$ cat config.mk
export PLATFORM = sky130hd
export DESIGN_NAME = ths_front
export DESIGN_NICKNAME = d
export VERILOG_FILES = /design/src/design/ths_pkg.sv /design/src/design/ths_front.sv
export SDC_FILE = /design/constraint.sdc
export NUM_CORES = 1
export LEC_CHECK = 0
export BUFFER_PORTS_ARGS = -buffer_cell sky130_fd_sc_hd__clkbuf_2
export CORE_ASPECT_RATIO = 1.1
export CORE_MARGIN = 4
export CORE_UTILIZATION = 50
export CTS_CLUSTER_SIZE = 16
export DETAILED_ROUTE_END_ITERATION = 16
export PLACE_DENSITY = 0.77
export SLEW_MARGIN = 0
export SYNTH_ARGS = -nofsm -noshare
export SYNTH_HDL_FRONTEND = slang
export SYNTH_SLANG_ARGS = --single-unit
export TNS_END_PERCENT = 5
$ cat constraint.sdc
create_clock -name clk_i -period 15.8 [get_ports clk_i]
set_input_delay 0 -clock clk_i [delete_from_list [all_inputs] [get_ports clk_i]]
set_output_delay 0 -clock clk_i [all_outputs]
set_load 0.01 [all_outputs]
$ cat src/design/ths_pkg.sv
// Shared types and constants for the timestamped history store.
`default_nettype none

package ths_pkg;

  localparam int unsigned HistDepth  = 1024;
  localparam int unsigned QueueDepth = 2;

  typedef enum logic {
    KIND_APPEND = 1'b0,
    KIND_QUERY  = 1'b1
  } kind_e;

  typedef enum logic [1:0] {
    STATUS_OK    = 2'd0,
    STATUS_FULL  = 2'd1,
    STATUS_ORDER = 2'd2
  } status_e;

  typedef enum logic [1:0] {
    BK_IDLE,
    BK_EXEC,
    BK_CMP
  } back_state_e;

  typedef struct packed {
    logic              kind;
    logic signed [63:0] item_value;
    logic signed [63:0] stamp;
  } item_t;

  typedef struct packed {
    status_e            status;
    logic               found;
    logic signed [63:0] value_at_time;
    logic               value_matches;
    logic signed [63:0] current_value;
    logic signed [63:0] min_value;
    logic signed [63:0] max_value;
    logic [10:0]        entry_count;
  } result_t;

  typedef struct packed {
    kind_e              op;
    logic signed [63:0] item_value;
    logic signed [63:0] stamp;
  } cmd_t;

  typedef struct packed {
    logic valid;
    cmd_t cmd;
  } cmd_slot_t;

endpackage

`default_nettype wire

$ cat src/design/ths_front.sv
// Front end: takes items in, classifies them and queues them for the back end.
`default_nettype none

module ths_front (
  input  logic              clk_i,
  input  logic              rst_ni,
  input  logic              start,
  output logic              busy,
  input  ths_pkg::item_t    item_i,
  input  logic              pop_i,
  output ths_pkg::cmd_slot_t head_o
);
  import ths_pkg::*;

  localparam int unsigned PW = (QueueDepth > 1) ? $clog2(QueueDepth) : 1;
  localparam int unsigned FW = $clog2(QueueDepth + 1);
  localparam logic [FW-1:0] FullFill = FW'(QueueDepth);
  localparam logic [PW-1:0] LastPtr  = PW'(QueueDepth - 1);

  cmd_t          slot_q [QueueDepth];
  logic [PW-1:0] wr_ptr_q, wr_ptr_d;
  logic [PW-1:0] rd_ptr_q, rd_ptr_d;
  logic [FW-1:0] fill_q, fill_d;
  logic          accept;
  cmd_t          cmd_in;

  assign busy   = (fill_q == FullFill);
  assign accept = start && !busy;

  always_comb begin
    cmd_in.op         = item_i.kind ? KIND_QUERY : KIND_APPEND;
    cmd_in.item_value = item_i.item_value;
    cmd_in.stamp      = item_i.stamp;
  end

  always_comb begin
    wr_ptr_d = wr_ptr_q;
    rd_ptr_d = rd_ptr_q;
    fill_d   = fill_q;
    if (accept) begin
      wr_ptr_d = (wr_ptr_q == LastPtr) ? '0 : wr_ptr_q + 1'b1;
    end
    if (pop_i) begin
      rd_ptr_d = (rd_ptr_q == LastPtr) ? '0 : rd_ptr_q + 1'b1;
    end
    case ({accept, pop_i})
      2'b10:   fill_d = fill_q + 1'b1;
      2'b01:   fill_d = fill_q - 1'b1;
      default: fill_d = fill_q;
    endcase
  end

  always_ff @(posedge clk_i or negedge rst_ni) begin
    if (!rst_ni) begin
      wr_ptr_q <= '0;
      rd_ptr_q <= '0;
      fill_q   <= '0;
    end else begin
      wr_ptr_q <= wr_ptr_d;
      rd_ptr_q <= rd_ptr_d;
      fill_q   <= fill_d;
    end
  end

  always_ff @(posedge clk_i) begin
    if (accept) begin
      slot_q[wr_ptr_q] <= cmd_in;
    end
  end

  assign head_o.valid = (fill_q != '0);
  assign head_o.cmd   = slot_q[rd_ptr_q];

  a_pop_nonempty: assert property (@(posedge clk_i) disable iff (!rst_ni)
    pop_i |-> (fill_q != '0))
    else $error("queue popped while empty");

  a_fill_bound: assert property (@(posedge clk_i) disable iff (!rst_ni)
    fill_q <= FullFill)
    else $error("queue fill exceeds its depth");

  a_head_shows: assert property (@(posedge clk_i) disable iff (!rst_ni)
    (accept && (fill_q == '0) && !pop_i) |=> head_o.valid)
    else $error("transfer into empty queue not visible at head");

endmodule

`default_nettype wire

==> out/results.ini, run 1 <==
[outcome]
status = complete, no violations

[final_layout]
area_delta_synth_final_pct = 38.3
finalNetCount = 965
fillCellCount = 1116
layout-drive-gt1-share_pct = 51.0
layout.cells.non_filler = 1091

[flow_run]
maxCapViolations = 0

[timing]
final_max_slew_viol_count = 0
clock.fmax_mhz = 339
period_minus_slack_ns = 2.95
hold-worst-slack_ns = 0.228
worst-slew-pin-transition_ns = 1.02
fin_crit_sh_pct = 18.6
skew_ns = 0.0169
finalWorstSetupSlack_ns = 12.85
fin_setup_tns_ns = 0
slew_headroom_pct = 32.3
finalSetupViolCount = 0
hold_viol_final = 0
rsz0062_at_grt = no

[place]
place.gp.congestion = 0.783
portBuffers = 263
dp_hpwl_um = 12400
dpl_worst_slack_ns = 13.04
placedCellCount = 914

[route]
vias = 5434
firstDrtPassIters = 5
drtIter0Drc = 294
drc = 0
avgViaCountPerCell = 4.98
wl_um = 21500
drt.antenna.violating_nets = 0
avgRoutedWirePerCell_um = 19.7

[worst_setup_path]
worst_path_max_delay_cell = buf_4
crit_type = flop to flop
endpoint_kind = flop
critPathMostFrequentCell = buf_4
crit_required_ns = 15.92
critPathMaxFanout = 73
cp.arrival_ns = 3.06
path_buf_inv = 2
cp_top_family = buffers and inverters
startpoint_type = flop
critPathMaxStageDelay_ns = 0.86
crit_chain = nand2b_1 > nand2_1 > nor2_4 > buf_4 > buf_4

[cts]
cts_setup_buffers = 0
clk_pin_slew_worst_paths_ns = 0.07
clockBufferDepth = 3
cts-root-buf = clkbuf_16
cts_made_buffers = 25
clock_sinks = 262
clkLatencyLatePin_ns = 0.51
h-tree-depth = 1
cts_tree = built

[yosys]
yosys_warnings = 0
synth.area.top_cells = edfxtp_1 81%, mux2_2 15%, buf_6 1.2%, dfrtp_1 1.1%, xnor2_1 0.28%
synth.largest_area_cell = edfxtp_1
synth-edff-count = 258
synth_flop_cell = edfxtp_1
synth_common_cells = 258 x edfxtp_1, 129 x mux2_2, 10 x buf_6, 4 x dfrtp_1
synth.top_cell.area_share_pct = 81.3
syn_area_per_cell_um2 = 22.8
synth_nets = 552
ys_types = 15
yosysMostFrequentCell = edfxtp_1
ys_ff_latch = 262
syn_inst = 418
syn_area_um2 = 9530
ys_seq_area_share_pct = 82.4
async_reset_ff_share_pct = 1.53

[floorplan]
core_um2 = 18500
die_h_um = 153
initial_utilization_pct = 51.4
dieArea_um2 = 21300
pin_count = 264
rows = 52
die_w_um = 140

[power]
vdd_drop_max_mv = 0.130
power_density_nw_per_um2 = 170
p_leak_uw = 0.00505
p_total_uw = 2240

[grt]
grt_pass1_vias = 6029
grt_overflow = 0
grt_max_degree = 76
grt_pass1_wl_um = 32900
grt_usage_pct = 19.5
antenna_found_initial = 1

[min_path]
min_path_type = input pin to flop

cells by family (layout without fill, tap and decap cells):
group	after synthesis	count (layout)	share of synthesized area, %
adders and majority gates	1	1	0.131
buffers and inverters	15	444	1.46
muxes	129	129	15.3
xor gates and xnor gates	5	5	0.460
and+or+nand+nor	6	6	0.315
DFF	262	262	82.4
other	0	1	0
metal layers:
metal  global-route usage (%)  part of all wire [%]  vias up
li1                         -                     -     2490
met5                        0                     0        -
met2                     36.1                    54      253
met3                     5.15                   7.9       53
met4                     5.95                   2.8        0
met1                     22.1                    36     2638
per-stage QoR:
| step | cell area (um2) | util, % |
|---|---|---|
| 2_1_floorplan | 9530 | - |
| 3_3_place_gp | 11100 | 59.6 |
| 3_5_place_dp | 11100 | 59.6 |
| 4_1_cts | 13200 | 71.0 |
| 5_1_grt | 13200 | 71.1 |
| 6_report | 13200 | 71.1 |
repair_timing:
item	4_1_cts	5_1_grt
gates resized for setup	0	0
hold buffers	133	0
endpoints found under the hold margin	265	0
setup endpoints to repair	0	0
state kept, by name, summed over array words and instances (netlist names):
name	count
slot_q	258
rd_ptr_q	1
fill_q	2
wr_ptr_q	1
area by class of cell:
class | count | area (um2) | share of cell area, %
Antenna cell | 1 | 2.50 | 0.0190
Clock inverter | 8 | 113 | 0.855
Clock buffer | 35 | 673 | 5.11
Inverter | 1 | 3.75 | 0.0285
Timing Repair Buffer | 400 | 2680 | 20.3
Sequential cell | 262 | 7850 | 59.6
Tap cell | 243 | 304 | 2.31
Multi-Input combinational cell | 141 | 1550 | 11.8
placed cells by master, fill, tap and decap left out, types with 2 or more instances in the layout:
master and instances:
mux2_2 129, xnor2_1 3, clkinv_2 3, xor2_1 2, dfrtp_1 3, edfxtp_1 258, clkinv_1 2, clkbuf_2 263
clkbuf_1 9, buf_4 4, dlygate4sd3_1 133, bufinv_16 3, clkbuf_16 25
report_power, final:
part | switching (uW) | internal (uW) | total (uW)
Sequential | 69.9 | 953 | 1020
Combinational | 349 | 298 | 648
Clock | 230 | 344 | 574
Total | 649 | 1600 | 2240
worst paths after layout:
path | from | end | slack (ns) | cells after the start
worst max-delay path | fill_q[0] | slot_q[0][105] | 12.85 | 5
min in group asynchronous | rst_ni | wr_ptr_q | 0.39 | 3
worst min register to register | fill_q[1] | fill_q[1] | 0.55 | 1
worst max register to register | fill_q[0] | slot_q[0][105] | 12.85 | 5
worst min-delay path | item_i[19] | slot_q[0][19] | 0.23 | 2
max in group asynchronous | rst_ni | rd_ptr_q | 15.22 | 3
No activity file was read; power rests on OpenSTA's default activity.
==> run 2: changes to the inputs <==
- clock period: 15.8 -> 2.9 ns (I/O delays scaled with it)
==> out/results.ini, run 2 (same netlist as run 1, synthesis figures left out) <==
[floorplan]
dieArea_um2 = 21300  ; unchanged
die_w_um = 140  ; unchanged
pin_count = 264  ; unchanged
rows = 52  ; unchanged
die_h_um = 153  ; unchanged
core_um2 = 18500  ; unchanged
initial_utilization_pct = 51.4  ; unchanged

[final_layout]
multi_input_area_um2 = 1570  ; +0.97%
fillCellCount = 1120  ; +0.36%
seqCellArea_um2 = 7850  ; unchanged
finalNetCount = 969  ; +0.41%
regMostFlops = slot_q
largest_reg_flops = 258  ; unchanged
fin_area_um2 = 13200  ; about the same
layout-drive-gt1-share_pct = 50.8  ; -0.18 points
largestRegisters = slot_q (258), fill_q (2)
final_common_cell = clkbuf_2
final_cell_mix = 263 x clkbuf_2, 258 x edfxtp_1, 133 x dlygate4sd3_1, 129 x mux2_2, 25 x clkbuf_16
area_delta_synth_final_pct = 38.3  ; about the same

[timing]
clock.fmax_mhz = 437
skew_ns = 0.00777  ; -0.00915 ns
worst-slew-pin-transition_ns = 0.599  ; -0.417 ns
rsz0062_at_grt = no
final_max_slew_viol_count = 0  ; unchanged
slew_headroom_pct = 60.0  ; +28 points
period_minus_slack_ns = 2.29
hold_viol_final = 0  ; unchanged
fin_crit_sh_pct = 78.9
finalSetupViolCount = 0  ; unchanged

[power]
vdd_drop_max_mv = 0.679  ; +420%
power_density_nw_per_um2 = 909  ; +430%
p_leak_uw = 0.00504  ; about the same
p_total_uw = 12000  ; +430%

[route]
drc = 0  ; unchanged
drt.antenna.violating_nets = 0  ; unchanged
avgViaCountPerCell = 4.98  ; about the same
firstDrtPassIters = 4  ; -1
vias = 5468  ; +0.63%
drtIter0Drc = 238  ; -19%
avgRoutedWirePerCell_um = 19.3  ; -2.0%
wl_um = 21200  ; -1.5%

[worst_setup_path]
crit_type = flop to output pin
path_depth = 3  ; -2
crit_chain = buf_4 > mux2_2 > clkbuf_2
cp.arrival_ns = 2.29  ; -0.77 ns
endpoint_kind = output pin
critPathMaxStageDelay_ns = 0.79  ; -0.07 ns
worst_path_max_delay_cell = dfrtp_4
reg2reg_setup_slack_ns = 1.11  ; -11.74 ns
critPathMaxFanout = 40  ; -45%
reg2reg_depth = 3  ; -2
startpoint_type = flop
cp_top_family = flip-flops
crit_required_ns = 2.90  ; -13.02 ns
path_buf_inv = 2  ; unchanged

[cts]
h-tree-depth = 1  ; unchanged
cts_made_buffers = 25  ; unchanged
cts-root-buf = clkbuf_16
clock_sinks = 262  ; unchanged
cts_hold_buf = 133  ; unchanged
clkLatencyLatePin_ns = 0.50  ; about the same
cts_setup_buffers = 0  ; unchanged
cts_tree = built
cts.repair.resized = 0  ; unchanged
clockBufferDepth = 3  ; unchanged
clk_pin_slew_worst_paths_ns = 0.06  ; about the same

[grt]
grt_pass1_wl_um = 32900  ; +0.15%
antenna_found_initial = 2  ; +1
use_met2_pct = 35.5  ; -0.64 points
grt_pass1_vias = 6067  ; +0.63%
grt_max_degree = 85  ; +12%
grt_overflow = 0  ; unchanged
gr-usage-met3_pct = 4.74  ; -0.41 points
met1_usage_pct = 22.4  ; +0.39 points
grt_usage_pct = 19.5  ; -0.035 points
grt.busiest_layer = met2

[min_path]
min_path_type = input pin to flop
hold_depth = 2  ; unchanged

[place]
portBuffers = 263  ; unchanged
dp_hpwl_um = 12500  ; +0.57%
place.gp.congestion = 0.750  ; -4.1%
dpl_cell_area_um2 = 11100  ; +0.75%

[outcome]
status = complete, no violations

[flow_run]
maxCapViolations = 0  ; unchanged

-- run 2: cell types whose count changed in the layout (fill, tap and decap cells not counted), moves of 3 or more --
cell / before / now
clkinv_1: 2 / 12
clkbuf_1: 9 / 5
buf_12: 0 / 3
bufinv_16: 3 / 0
-- run 2: routing by layer --
layer / share of wire (%) / up-vias
met1: 35 / 2671
met2: 54 / 245
li1: - / 2506
met5: 0 / -
met3: 7.5 / 46
met4: 3.2 / 0
-- run 2: path summary, 6_finish.rpt --
check | from | endpoint
min reg2reg | fill_q[0] | fill_q[0]
max in group asynchronous | rst_ni | rd_ptr_q
max | rd_ptr_q | head_o[39]
min | item_i[11] | slot_q[0][11]
max reg2reg | fill_q[0] | slot_q[1][13]
min in group asynchronous | rst_ni | fill_q[1]
-- run 2: worst register-to-register path, cell delays in order, from the launching register on --
cell      delay, ns
dfrtp_1        0.42
nand2b_4       0.18
and3_4         0.38
buf_12         0.36
-- run 2: report_power, final --
part           internal, uW  total (uW)  switching (uW)
Combinational          1700        3660            1960
Clock                  1560        2810            1250
Sequential             5180        5500             325
-- run 2: area by class of cell --
class | instances | share of cell area [%]
diodes | 2 | 0.0380
clock buffers | 30 | 4.89
clock inverters | 14 | 0.418
inverters | 1 | 0.0285
multi-input cells | 141 | 11.9
flip-flops and latches | 262 | 59.6
well taps | 243 | 2.31
repair buffers | 404 | 20.8
-- run 2: stage by stage --
stage / TNS [ns] / hold slack [ns] / setup WS (ns) / utilization (%) / cells
after CTS: 0 / 0.199 / 0.622 / 71.0 / 1095
after global routing: 0 / 0.208 / 0.511 / 71.1 / 1097
after floorplan: -3.61 / -0.296 / -0.0280 / - / 418
final: 0 / 0.224 / 0.610 / 71.1 / 1097
after global placement: 0 / -0.192 / 1.19 / 60.1 / 918
after detailed placement: 0 / -0.183 / 1.12 / 60.1 / 918
==> run 3: changes to the inputs <==
- clock period: 2.9 -> 2.15 ns (I/O delays scaled with it)
==> out/results.ini, run 3 (same netlist as run 1, synthesis figures left out) <==
[worst_setup_path]
crit_required_ns = 2.15  ; -0.75 ns
cp.arrival_ns = 2.04  ; -0.25 ns
endpoint_kind = output pin
critPathMaxFanout = 39  ; -2.5%
startpoint_type = flop
crit_type = flop to output pin

[final_layout]
multi_input_area_um2 = 1570  ; unchanged
largestRegisters = slot_q (258), fill_q (2)
final_cell_mix = 263 x clkbuf_2, 258 x edfxtp_1, 133 x dlygate4sd3_1, 129 x mux2_2, 25 x clkbuf_16
layout-drive-gt1-share_pct = 51.2  ; +0.42 points
seqCellArea_um2 = 7850  ; unchanged
final_common_cell = clkbuf_2
finalNetCount = 969  ; unchanged
area_delta_synth_final_pct = 39.3
regMostFlops = slot_q
largest_reg_flops = 258  ; unchanged
fillCellCount = 1117  ; -0.27%

[flow_run]
maxCapViolations = 0  ; unchanged

[timing]
clock.fmax_mhz = 491
hold_viol_final = 0  ; unchanged
slew_headroom_pct = 69.6  ; +9.5 points
finalSetupViolCount = 0  ; unchanged
finalWorstSetupSlack_ns = 0.113  ; -0.497 ns
fin_crit_sh_pct = 94.7
fin_setup_tns_ns = 0  ; unchanged
final_max_slew_viol_count = 0  ; unchanged
worst-slew-pin-transition_ns = 0.456  ; -0.143 ns
skew_ns = 0.00649  ; -0.00127 ns
rsz0062_at_grt = no
period_minus_slack_ns = 2.04
hold-worst-slack_ns = 0.223  ; -0.00114 ns

[floorplan]
core_um2 = 18500  ; unchanged
dieArea_um2 = 21300  ; unchanged
pin_count = 264  ; unchanged
rows = 52  ; unchanged
initial_utilization_pct = 51.4  ; unchanged
die_h_um = 153  ; unchanged
die_w_um = 140  ; unchanged

[route]
firstDrtPassIters = 4  ; unchanged
avgViaCountPerCell = 4.93  ; -1.1%
wl_um = 21600  ; +1.9%
drc = 0  ; unchanged
avgRoutedWirePerCell_um = 19.8  ; +2.1%
vias = 5397  ; -1.3%
drtIter0Drc = 259  ; +8.8%
drt.antenna.violating_nets = 0  ; unchanged

[cts]
cts_setup_buffers = 0  ; unchanged
cts_made_buffers = 25  ; unchanged
clk_pin_slew_worst_paths_ns = 0.06  ; about the same
cts_tree = built
cts_hold_buf = 133  ; unchanged
cts.repair.resized = 0  ; unchanged
clkLatencyLatePin_ns = 0.50  ; about the same
h-tree-depth = 1  ; unchanged
cts-root-buf = clkbuf_16
clock_sinks = 262  ; unchanged
clockBufferDepth = 3  ; unchanged

[outcome]
status = complete, no violations

[power]
vdd_drop_max_mv = 0.859  ; +27%
power_density_nw_per_um2 = 1250  ; +37%
p_total_uw = 16500  ; +38%
p_leak_uw = 0.00508  ; +0.66%

[place]
dp_hpwl_um = 12700  ; +2.1%
dpl_worst_slack_ns = 0.570  ; -0.551 ns
portBuffers = 263  ; unchanged
place.gp.congestion = 0.775  ; +3.3%

[grt]
grt_usage_pct = 19.6  ; +0.15 points
antenna_found_initial = 3  ; +1
grt_pass1_wl_um = 33000  ; +0.33%
grt_pass1_vias = 6109  ; +0.69%
grt_max_degree = 77  ; -9.4%
grt_overflow = 0  ; unchanged

[min_path]
min_path_type = input pin to flop

run 3: cell count changes in the layout (fill, tap and decap cells not counted):
cell,delta
buf_4,-3
clkinv_1,-9
clkbuf_1,+4
buf_12,+3
clkinv_2,-1
clkbuf_8,+1
diode_2,+1
bufinv_16,+2
run 3: per-layer routing:
metal | wire length (um) | part of all wire [%] | GRT usage (%)
met1 | 7480 | 35 | 21.5
met2 | 12000 | 55 | 36.6
met3 | 1510 | 7.0 | 5.02
met4 | 634 | 2.9 | 7.06
met5 | 7 | 0.032 | 0
run 3: worst max-delay path, cell delays in order, from the launching register on:
cell      delay [ns]
dfrtp_4         0.68
buf_12          0.29
mux2_2          0.39
clkbuf_2        0.14
run 3: path summary, 6_finish.rpt:
check	start	to	slack [ns]	cells past startpoint
setup / recovery	rd_ptr_q	head_o[82]	0.11	3
max in group asynchronous	rst_ni	rd_ptr_q	1.49	3
hold reg to reg	fill_q[0]	fill_q[0]	0.56	1
hold / removal	item_i[121]	slot_q[1][121]	0.22	2
setup reg to reg	fill_q[0]	slot_q[1][43]	0.54	3
min in group asynchronous	rst_ni	fill_q[0]	0.44	3
run 3: layout make-up:
| cell class | instances | area share [%] |
|---|---|---|
| antenna | 3 | 0.0566 |
| clock buffer | 35 | 5.07 |
| clock inverter | 6 | 0.575 |
| inverter | 1 | 0.0283 |
| multi-input combinational | 141 | 11.8 |
| sequential | 262 | 59.2 |
| tap | 243 | 2.29 |
| timing repair buffer | 404 | 21.0 |
run 3: metrics by stage:
step | area [um2] | std cells | util [%]
floorplan | 9550 | 418 | -
global placement | 11200 | 918 | 60.3
detailed placement | 11200 | 918 | 60.3
CTS | 13300 | 1092 | 71.5
global route | 13300 | 1094 | 71.5
finish | 13300 | 1095 | 71.5
run 3: power breakdown:
group | internal [uW] | switching [uW]
Clock | 2400 | 1690
Combinational | 2360 | 2710
Sequential | 6980 | 396
